## src/rtl/lsm_pkg.sv

```systemverilog
package lsm_pkg;

    localparam int PATTERN_MAX    = 32;
    localparam int BYTE_W         = 8;
    localparam int LEN_W          = 6;
    localparam int CFG_W          = 64;
    localparam int CFG_IDX_W      = 3;
    localparam int BYTES_PER_WORD = CFG_W / BYTE_W;
    localparam int PAT_WORDS      = 4;
    localparam int WORD_SEL_W     = 2;

    typedef logic [BYTE_W-1:0] t_byte;
    typedef logic [LEN_W-1:0]  t_len;

    // Register indexes of the configuration port
    localparam logic [CFG_IDX_W-1:0] CFG_PAT_0_7     = 3'd0;
    localparam logic [CFG_IDX_W-1:0] CFG_PAT_8_15    = 3'd1;
    localparam logic [CFG_IDX_W-1:0] CFG_PAT_16_23   = 3'd2;
    localparam logic [CFG_IDX_W-1:0] CFG_PAT_24_31   = 3'd3;
    localparam logic [CFG_IDX_W-1:0] CFG_PAT_LEN     = 3'd4;
    localparam logic [CFG_IDX_W-1:0] CFG_IGNORE_CASE = 3'd5;

    localparam t_byte ASCII_UPPER_A = 8'h41;
    localparam t_byte ASCII_UPPER_Z = 8'h5A;
    localparam t_byte CASE_OFFSET   = 8'h20;

    // Control handed to every cell of the chain
    typedef struct packed {
        logic  step;   // a present byte is consumed this cycle
        logic  clear;  // line finished, drop partial matches
        logic  fold;   // ASCII case folding on
        t_byte char;   // folded text byte
    } t_cell_ctrl;

    function automatic t_byte fold_byte(input logic fold, input t_byte b);
        if (fold && b >= ASCII_UPPER_A && b <= ASCII_UPPER_Z) begin
            return b + CASE_OFFSET;
        end
        return b;
    endfunction

    function automatic t_len clamp_len(input t_len len);
        if (len > t_len'(PATTERN_MAX)) begin
            return t_len'(PATTERN_MAX);
        end
        return len;
    endfunction

endpackage

```

## src/rtl/lsm_if.sv

```systemverilog
interface lsm_in_if import lsm_pkg::*; ();
    logic  valid;
    logic  ready;
    t_byte text_byte;
    logic  byte_present;
    logic  line_end;

    modport source (output valid, text_byte, byte_present, line_end, input ready);
    modport sink   (input valid, text_byte, byte_present, line_end, output ready);
endinterface

interface lsm_out_if ();
    logic valid;
    logic ready;
    logic line_matches;

    modport source (output valid, line_matches, input ready);
    modport sink   (input valid, line_matches, output ready);
endinterface

```

## src/rtl/lsm_cell.sv

```systemverilog
module lsm_cell import lsm_pkg::*; (
    input  logic       i_clk,
    input  logic       i_rst_n,
    input  t_cell_ctrl i_ctrl,
    input  t_byte      i_pat_byte,
    input  logic       i_en,       // position lies inside the pattern length
    input  logic       i_is_last,  // position is the final pattern byte
    input  logic       i_prev,     // partial match of the left neighbour
    output logic       o_pm,
    output logic       o_full      // full match completes on this byte
);

    logic r_pm;
    logic n_pm;

    assign n_pm   = i_prev & i_en & (fold_byte(i_ctrl.fold, i_pat_byte) == i_ctrl.char);
    assign o_full = i_ctrl.step & n_pm & i_is_last;
    assign o_pm   = r_pm;

    always_ff @(posedge i_clk) begin
        if (!i_rst_n) begin
            r_pm <= 1'b0;
        end else if (i_ctrl.clear) begin
            r_pm <= 1'b0;
        end else if (i_ctrl.step) begin
            r_pm <= n_pm;
        end
    end

endmodule

```

## src/rtl/lsm_out_buf.sv

```systemverilog
module lsm_out_buf (
    input  logic         i_clk,
    input  logic         i_rst_n,
    input  logic         i_push,
    input  logic         i_data,
    output logic         o_full,
    lsm_out_if.source    o_out
);

    logic r_out_valid;
    logic r_out_data;
    logic r_skid_valid;
    logic r_skid_data;
    logic take;

    assign take               = r_out_valid & o_out.ready;
    assign o_full             = r_skid_valid;
    assign o_out.valid        = r_out_valid;
    assign o_out.line_matches = r_out_data;

    always_ff @(posedge i_clk) begin
        if (!i_rst_n) begin
            r_out_valid  <= 1'b0;
            r_skid_valid <= 1'b0;
        end else if (r_skid_valid) begin
            if (take) begin
                r_out_data   <= r_skid_data;
                r_skid_valid <= 1'b0;
            end
        end else if (i_push) begin
            if (!r_out_valid || take) begin
                r_out_valid <= 1'b1;
                r_out_data  <= i_data;
            end else begin
                r_skid_valid <= 1'b1;
                r_skid_data  <= i_data;
            end
        end else if (take) begin
            r_out_valid <= 1'b0;
        end
    end

endmodule

```

## src/rtl/line_substring_matcher_unit.sv

```systemverilog
// A line-end transaction's result is registered into the output register, or into the skid stage.
// Throughput: one byte per cycle while ready is high; all match cells of the chain update together.
// Input stalls only once both output register and skid stage hold unread results.
// Reset (synchronous, active low): partial matches, found flag, output stages cleared;
// pattern words, length and case-fold mode return to zero.
module line_substring_matcher_unit import lsm_pkg::*; (
    input  logic                 i_clk,
    input  logic                 i_rst_n,
    input  logic                 i_cfg_we,
    input  logic [CFG_IDX_W-1:0] i_cfg_idx,
    input  logic [CFG_W-1:0]     i_cfg_data,
    lsm_in_if.sink               i_in,
    lsm_out_if.source            o_out
);

    // Configuration registers
    logic [CFG_W-1:0] r_pat_words [PAT_WORDS];
    t_len             r_pat_len;
    logic             r_fold;

    always_ff @(posedge i_clk) begin
        if (!i_rst_n) begin
            for (int w = 0; w < PAT_WORDS; w++) begin
                r_pat_words[w] <= '0;
            end
            r_pat_len <= '0;
            r_fold    <= 1'b0;
        end else if (i_cfg_we) begin
            unique case (i_cfg_idx) inside
                CFG_PAT_0_7, CFG_PAT_8_15, CFG_PAT_16_23, CFG_PAT_24_31: begin
                    r_pat_words[i_cfg_idx[WORD_SEL_W-1:0]] <= i_cfg_data;
                end
                CFG_PAT_LEN: begin
                    r_pat_len <= i_cfg_data[LEN_W-1:0];
                end
                CFG_IGNORE_CASE: begin
                    r_fold <= i_cfg_data[0];
                end
                default: begin
                    // unused index, write dropped
                end
            endcase
        end
    end

    // Transaction control
    logic       buf_full;
    logic       accept;
    t_len       used_len;
    logic       len_zero;
    t_cell_ctrl ctrl;

    assign i_in.ready = !buf_full;
    assign accept     = i_in.valid & i_in.ready;
    assign used_len   = clamp_len(r_pat_len);
    assign len_zero   = (used_len == '0);

    assign ctrl.step  = accept & i_in.byte_present & !len_zero;
    assign ctrl.clear = accept & i_in.line_end;
    assign ctrl.fold  = r_fold;
    assign ctrl.char  = fold_byte(r_fold, i_in.text_byte);

    // Shift-and chain: cell j holds "pattern bytes 0..j end at the latest byte"
    // and passes that bit to cell j+1 on every consumed byte. Cell 0 always sees a match to its left.
    logic [PATTERN_MAX-1:0] pm;
    logic [PATTERN_MAX-1:0] full;

    for (genvar j = 0; j < PATTERN_MAX; j++) begin : g_cell
        logic prev;

        if (j == 0) begin : g_head
            assign prev = 1'b1;
        end else begin : g_body
            assign prev = pm[j-1];
        end

        lsm_cell u_cell (
            .i_clk      (i_clk),
            .i_rst_n    (i_rst_n),
            .i_ctrl     (ctrl),
            .i_pat_byte (r_pat_words[j / BYTES_PER_WORD]
                                    [(j % BYTES_PER_WORD) * BYTE_W +: BYTE_W]),
            .i_en       (t_len'(j) < used_len),
            .i_is_last  (used_len == t_len'(j + 1)),
            .i_prev     (prev),
            .o_pm       (pm[j]),
            .o_full     (full[j])
        );
    end

    // Sticky found flag for the current line
    logic r_found;
    logic hit_now;

    assign hit_now = |full;

    always_ff @(posedge i_clk) begin
        if (!i_rst_n) begin
            r_found <= 1'b0;
        end else if (ctrl.clear) begin
            r_found <= 1'b0;
        end else if (hit_now) begin
            r_found <= 1'b1;
        end
    end

    // Result of a finished line: includes a match completed by its final byte;
    // an empty pattern matches any line.
    lsm_out_buf u_out_buf (
        .i_clk   (i_clk),
        .i_rst_n (i_rst_n),
        .i_push  (ctrl.clear),
        .i_data  (r_found | hit_now | len_zero),
        .o_full  (buf_full),
        .o_out   (o_out)
    );

endmodule

```

## src/flat_wrapper.sv

```systemverilog
// flat-port wrapper written by rule: the top's interface ports become plain ports
module line_substring_matcher_unit_flat import lsm_pkg::*;
  (i_clk, i_rst_n, i_cfg_we, i_cfg_idx, i_cfg_data, i_in_valid, i_in_text_byte, i_in_byte_present, i_in_line_end, i_in_ready, o_out_valid, o_out_line_matches, o_out_ready);
  lsm_in_if i_in_i ();
  lsm_out_if o_out_i ();
  input  logic i_clk;
  input  logic i_rst_n;
  input  logic i_cfg_we;
  input  logic [CFG_IDX_W-1:0] i_cfg_idx;
  input  logic [CFG_W-1:0] i_cfg_data;
  input wire logic [$bits(i_in_i.valid)-1:0] i_in_valid;
  input wire logic [$bits(i_in_i.text_byte)-1:0] i_in_text_byte;
  input wire logic [$bits(i_in_i.byte_present)-1:0] i_in_byte_present;
  input wire logic [$bits(i_in_i.line_end)-1:0] i_in_line_end;
  output wire logic [$bits(i_in_i.ready)-1:0] i_in_ready;
  output wire logic [$bits(o_out_i.valid)-1:0] o_out_valid;
  output wire logic [$bits(o_out_i.line_matches)-1:0] o_out_line_matches;
  input wire logic [$bits(o_out_i.ready)-1:0] o_out_ready;
  assign i_in_i.valid = i_in_valid;
  assign i_in_i.text_byte = i_in_text_byte;
  assign i_in_i.byte_present = i_in_byte_present;
  assign i_in_i.line_end = i_in_line_end;
  assign i_in_ready = i_in_i.ready;
  assign o_out_valid = o_out_i.valid;
  assign o_out_line_matches = o_out_i.line_matches;
  assign o_out_i.ready = o_out_ready;
  line_substring_matcher_unit u_core (.i_clk(i_clk), .i_rst_n(i_rst_n), .i_cfg_we(i_cfg_we), .i_cfg_idx(i_cfg_idx), .i_cfg_data(i_cfg_data), .i_in(i_in_i), .o_out(o_out_i));
endmodule
```

## config.mk

```make
export PLATFORM = sky130hd
export DESIGN_NAME = line_substring_matcher_unit_flat
export DESIGN_NICKNAME = d
export VERILOG_FILES = /design/src/rtl/lsm_pkg.sv /design/src/rtl/lsm_if.sv /design/src/rtl/lsm_cell.sv /design/src/rtl/lsm_out_buf.sv /design/src/rtl/line_substring_matcher_unit.sv /design/src/flat_wrapper.sv
export SDC_FILE = /design/constraint.sdc
export NUM_CORES = 1
export LEC_CHECK = 0
export ABC_AREA = 1
export ABC_CLOCK_PERIOD_IN_PS = 6800
export BUFFER_PORTS_ARGS = -buffer_cell sky130_fd_sc_hd__buf_4
export CORE_MARGIN = 5
export CORE_UTILIZATION = 57
export DETAILED_ROUTE_END_ITERATION = 8
export HOLD_SLACK_MARGIN = 0.03
export PLACE_DENSITY = 0.78
export SLEW_MARGIN = 20
export SYNTH_ARGS = -nofsm -noshare
export SYNTH_HDL_FRONTEND = slang
export SYNTH_SLANG_ARGS = --single-unit
```

## constraint.sdc

```tcl
create_clock -name i_clk -period 6.8 [get_ports i_clk]
set_clock_uncertainty 0.15 [all_clocks]
set_input_delay 1.02 -clock i_clk [delete_from_list [all_inputs] [get_ports i_clk]]
set_output_delay 1.02 -clock i_clk [all_outputs]
set_load 0.01 [all_outputs]
```

==> reports/summary.json <==
{
  "run_status": {
    "outcome": "complete, no violations"
  },
  "die": {
    "dieHeight_um": 194,
    "std_cell_rows": 67,
    "core_area_um2": 33500,
    "start_util_pct": 57.8,
    "dieWidth_um": 194,
    "ios": 85,
    "die_area_um2": 37800
  },
  "synth": {
    "post_synth_main_area_contributors": "sky130_fd_sc_hd__edfxtp_1 (40%), sky130_fd_sc_hd__nand2_1 (15%), sky130_fd_sc_hd__nor2_1 (12%)",
    "syn-num-nets": 2861,
    "ys_seq_elements": 299,
    "synth_cell_type_count": 43,
    "netlist_area_um2": 19400,
    "post_synth.cell_area_avg_um2": 7.06,
    "synthDominantCellAreaShare_pct": 40.0,
    "synth.yosys.warnings": 0,
    "synth_sequential_area_ratio_pct": 44.2,
    "synthDominantAreaCellType": "sky130_fd_sc_hd__edfxtp_1",
    "postSynthCellCount": 2746
  },
  "drt": {
    "starting_drc_count_in_detailed_routing": 1969,
    "route.detailed.wl_per_inst_um": 18.4,
    "drt.antenna.violating_nets": 0,
    "postRouteWirelength_um": 60100,
    "count_of_vias_placed_by_the_detailed_router": 18400,
    "viasPerCell": 5.64,
    "drc": 0,
    "drt-pass1-iter-count": 7
  },
  "sta": {
    "timing_max_transition_violations_final": 0,
    "setup_slack_ns": 2.86,
    "rsz_0062_raised_after_global_routing": "false",
    "setup_viol": 0,
    "max_freq_mhz": 254,
    "fin_worst_hold_slack_ns": 0.320,
    "period_share_pct": 57.9,
    "report.final.hold_viol_count": 0,
    "post-route-min-period_ns": 3.94,
    "worst-slew-pin-transition_ns": 1.07,
    "setup_total_negative_slack_ns": 0,
    "worst_slew_margin_rel_pct": 28.8
  },
  "hold_path": {
    "min-delay-start": "u_core.g_cell[21].u_cell.o_pm",
    "min_to": "u_core.g_cell[21].u_cell.o_pm",
    "worstHoldPathType": "flip-flop to flip-flop",
    "worst_hold_depth": 2
  },
  "place": {
    "globalplace.congestion": 0.990,
    "dpl.hpwl_um": 40700,
    "port_buffers": 84,
    "placement.cell_area_um2": 20200,
    "place_worst_setup_slack_ns": 2.20
  },
  "cells_and_area": {
    "filler_cell_count": 2893,
    "final_nets": 2904,
    "n_antenna_cell": 0,
    "layout-drive-gt1-share_pct": 7.28,
    "stdcell_area_um2": 21400,
    "area_overhead_of_the_layout_relative_to_synthesis_pct": 10.4
  },
  "setup_path": {
    "worstPathMaxFanout": 33,
    "worst_path_max_delay_cell": "sky130_fd_sc_hd__nand2_2",
    "setup.worst_path.start_class": "input pin",
    "r2r_slack_ns": 3.20,
    "worstPathArrival_ns": 4.06,
    "worst_path_most_repeated_cell": "sky130_fd_sc_hd__nand2_1",
    "rr_startpoint": "u_core.r_pat_len[5]",
    "max_stage_delay_ns": 0.57,
    "crit-reg2reg-capture": "u_core.u_out_buf.o_out.line_matches",
    "reg2reg_depth": 17,
    "critical_path_class": "input pin to flip-flop",
    "required_arrival_time_at_the_worst_endpoint_ns": 6.92,
    "cp_cell_sequence": "buf_4 > inv_4 > nand2_1 > nand2_2 > nand3_4 > nand2_2 > nand2_2 > nand2_1 > nand2_1 > nor2_1 > nand3_1 > nand2_1 > nor2_1 > nand2_1 > nor2_2 > nand3_2 > nand2_1 > nand2_1",
    "setup.worst_path.end_class": "flip-flop"
  },
  "clock_tree": {
    "worst_skew_pair.late_latency_ns": 0.52,
    "cts_repair_resize_count": 0,
    "cts_tree": "done",
    "cts_sinks": 299,
    "cts.repair_timing.setup_buffer_count": 0,
    "htree_num_levels": 2,
    "clockBufferDepth": 3,
    "cts-buffers-inserted": 35,
    "hold_buffers": 0,
    "clockRootBuffer": "sky130_fd_sc_hd__clkbuf_16",
    "worst_setup_hold_path_clk_slew_ns": 0.06
  },
  "grt": {
    "grt_antenna_before_repair": 0,
    "grt_util_all_layers_pct": 30.7,
    "number_of_global_route_vias_before_repair": 17400,
    "maximum_number_of_pins_on_one_net_before_global_route_repair": 67,
    "global_route_wire_length_before_repair_um": 93100,
    "grt_overflow": 0
  },
  "run": {
    "max_cap_violations": 0
  },
  "power": {
    "power.density_cell_area_nw_per_um2": 227,
    "leakage_uw": 0.00960,
    "ir_worst_vdd_uv": 182
  }
}
## state kept, by name (all words and copies together), names as in the netlist
name,count
u_core.r_pat_words,256
u_core.g_cell.u_cell.o_pm,31
u_core.r_pat_len,6
u_core.r_fold,1
u_core.r_found,1
u_core.u_out_buf.o_full,1
u_core.u_out_buf.o_out.line_matches,1
u_core.u_out_buf.o_out.valid,1
u_core.u_out_buf.r_skid_data,1
## critical path: cells and delay by family
kind / cells / cell delay (ns)
AND/OR/NAND/NOR: 16 / 2.13
buffers and inverters: 2 / 0.84
## synthesized netlist by cell type, drive strengths merged
| cell | instances |
|---|---|
| nand2 | 813 |
| nor2 | 628 |
| inv | 391 |
| edfxtp | 258 |
| nand3 | 174 |
| o21ai | 86 |
| a21oi | 60 |
| nand4 | 58 |
| buf | 57 |
| dfxtp | 41 |
| clkbuf | 33 |
| ha | 33 |
| xor2 | 29 |
| xnor2 | 26 |
| nor3 | 25 |
| a21boi | 7 |
| or2 | 6 |
| o21bai | 5 |
| o22ai | 5 |
| nand3b | 4 |
| nor2b | 2 |
| nor3b | 1 |
| nor4 | 1 |
| o2111ai | 1 |
| o211ai | 1 |
| o31ai | 1 |
## placed cells by master (no fill, tap or decap), types with 2 or more instances in the layout
| cell | count |
|---|---|
| sky130_fd_sc_hd__a21boi_0 | 7 |
| sky130_fd_sc_hd__a21oi_1 | 60 |
| sky130_fd_sc_hd__buf_4 | 96 |
| sky130_fd_sc_hd__bufinv_16 | 7 |
| sky130_fd_sc_hd__clkbuf_1 | 6 |
| sky130_fd_sc_hd__clkbuf_16 | 37 |
| sky130_fd_sc_hd__clkbuf_8 | 2 |
| sky130_fd_sc_hd__clkinv_1 | 4 |
| sky130_fd_sc_hd__clkinv_2 | 5 |
| sky130_fd_sc_hd__clkinvlp_4 | 2 |
| sky130_fd_sc_hd__dfxtp_1 | 41 |
| sky130_fd_sc_hd__edfxtp_1 | 258 |
| sky130_fd_sc_hd__ha_1 | 33 |
| sky130_fd_sc_hd__inv_1 | 379 |
| sky130_fd_sc_hd__inv_2 | 10 |
| sky130_fd_sc_hd__nand2_1 | 796 |
| sky130_fd_sc_hd__nand2_2 | 12 |
| sky130_fd_sc_hd__nand2_4 | 4 |
| sky130_fd_sc_hd__nand3_1 | 167 |
| sky130_fd_sc_hd__nand3_2 | 6 |
| sky130_fd_sc_hd__nand3b_1 | 4 |
| sky130_fd_sc_hd__nand4_1 | 58 |
| sky130_fd_sc_hd__nor2_1 | 617 |
| sky130_fd_sc_hd__nor2_2 | 8 |
| sky130_fd_sc_hd__nor2_4 | 3 |
| sky130_fd_sc_hd__nor2b_1 | 2 |
| sky130_fd_sc_hd__nor3_1 | 23 |
| sky130_fd_sc_hd__nor3_2 | 2 |
| sky130_fd_sc_hd__o21ai_0 | 81 |
| sky130_fd_sc_hd__o21ai_1 | 4 |
| sky130_fd_sc_hd__o21bai_1 | 5 |
| sky130_fd_sc_hd__o22ai_1 | 5 |
| sky130_fd_sc_hd__or2_2 | 5 |
| sky130_fd_sc_hd__xnor2_1 | 26 |
| sky130_fd_sc_hd__xor2_1 | 29 |
## cells by family after synthesis
group / Yosys count / synth area share [%]
AOI/OAI and AO/OA: 166 / 4.52
and+or+nand+nor: 1712 / 36.2
adders and majority gates: 33 / 2.13
DFF: 299 / 44.2
xor gates and xnor gates: 55 / 2.49
buffers and inverters: 481 / 10.4
## metal layers
| layer | share of wire (%) | up-vias | GRT usage, % | wire length (µm) |
|---|---|---|---|---|
| met5 | 0 | - | 0 | 0 |
| met4 | 3.9 | 0 | 12.0 | 2350 |
| met3 | 11 | 177 | 4.90 | 6480 |
| met2 | 46 | 1059 | 50.0 | 27600 |
| met1 | 39 | 8445 | 41.6 | 23700 |
| li1 | - | 8711 | - | - |
## worst max path at each step
stage	cells past startpoint	slack, ns	startpoint	endpoint
global placement	16	2.37	i_in_text_byte[2]	u_core.u_out_buf.o_out.line_matches
global route	18	2.75	i_in_text_byte[2]	u_core.u_out_buf.o_out.line_matches
floorplan	4	0.16	i_cfg_we	u_core.r_pat_words[3][0]
detailed placement	16	2.20	i_in_text_byte[2]	u_core.u_out_buf.o_out.line_matches
finish	18	2.86	i_in_text_byte[2]	u_core.u_out_buf.o_out.line_matches
CTS	16	2.77	i_in_text_byte[2]	u_core.u_out_buf.o_out.line_matches
## cell type report
cell class,count,area [µm²],share of cell area [%]
sequential,299,8570,40.0
inverter,391,1480,6.90
timing repair buffer,96,721,3.37
tap,448,561,2.62
multi-input combinational,1966,8830,41.3
clock inverter,18,265,1.24
clock buffer,45,976,4.56
## stage by stage
| stage | total power, µW | util (%) | instances |
|---|---|---|---|
| finish | 4870 | 63.8 | 3263 |
| global route | 5030 | 63.8 | 3263 |
| CTS | 4860 | 63.8 | 3263 |
| detailed placement | 2840 | 60.1 | 3200 |
| global placement | 2810 | 60.1 | 3200 |
| floorplan | 2640 | - | 2746 |
## where the power goes
group          total, µW  internal (µW)  leakage [µW]  switching [µW]
Sequential          2210           2110       0.00281             103
Clock               2050           1280      0.000602             767
Combinational        609            187       0.00619             422
Note: power is estimated with default switching activity, not from simulation.
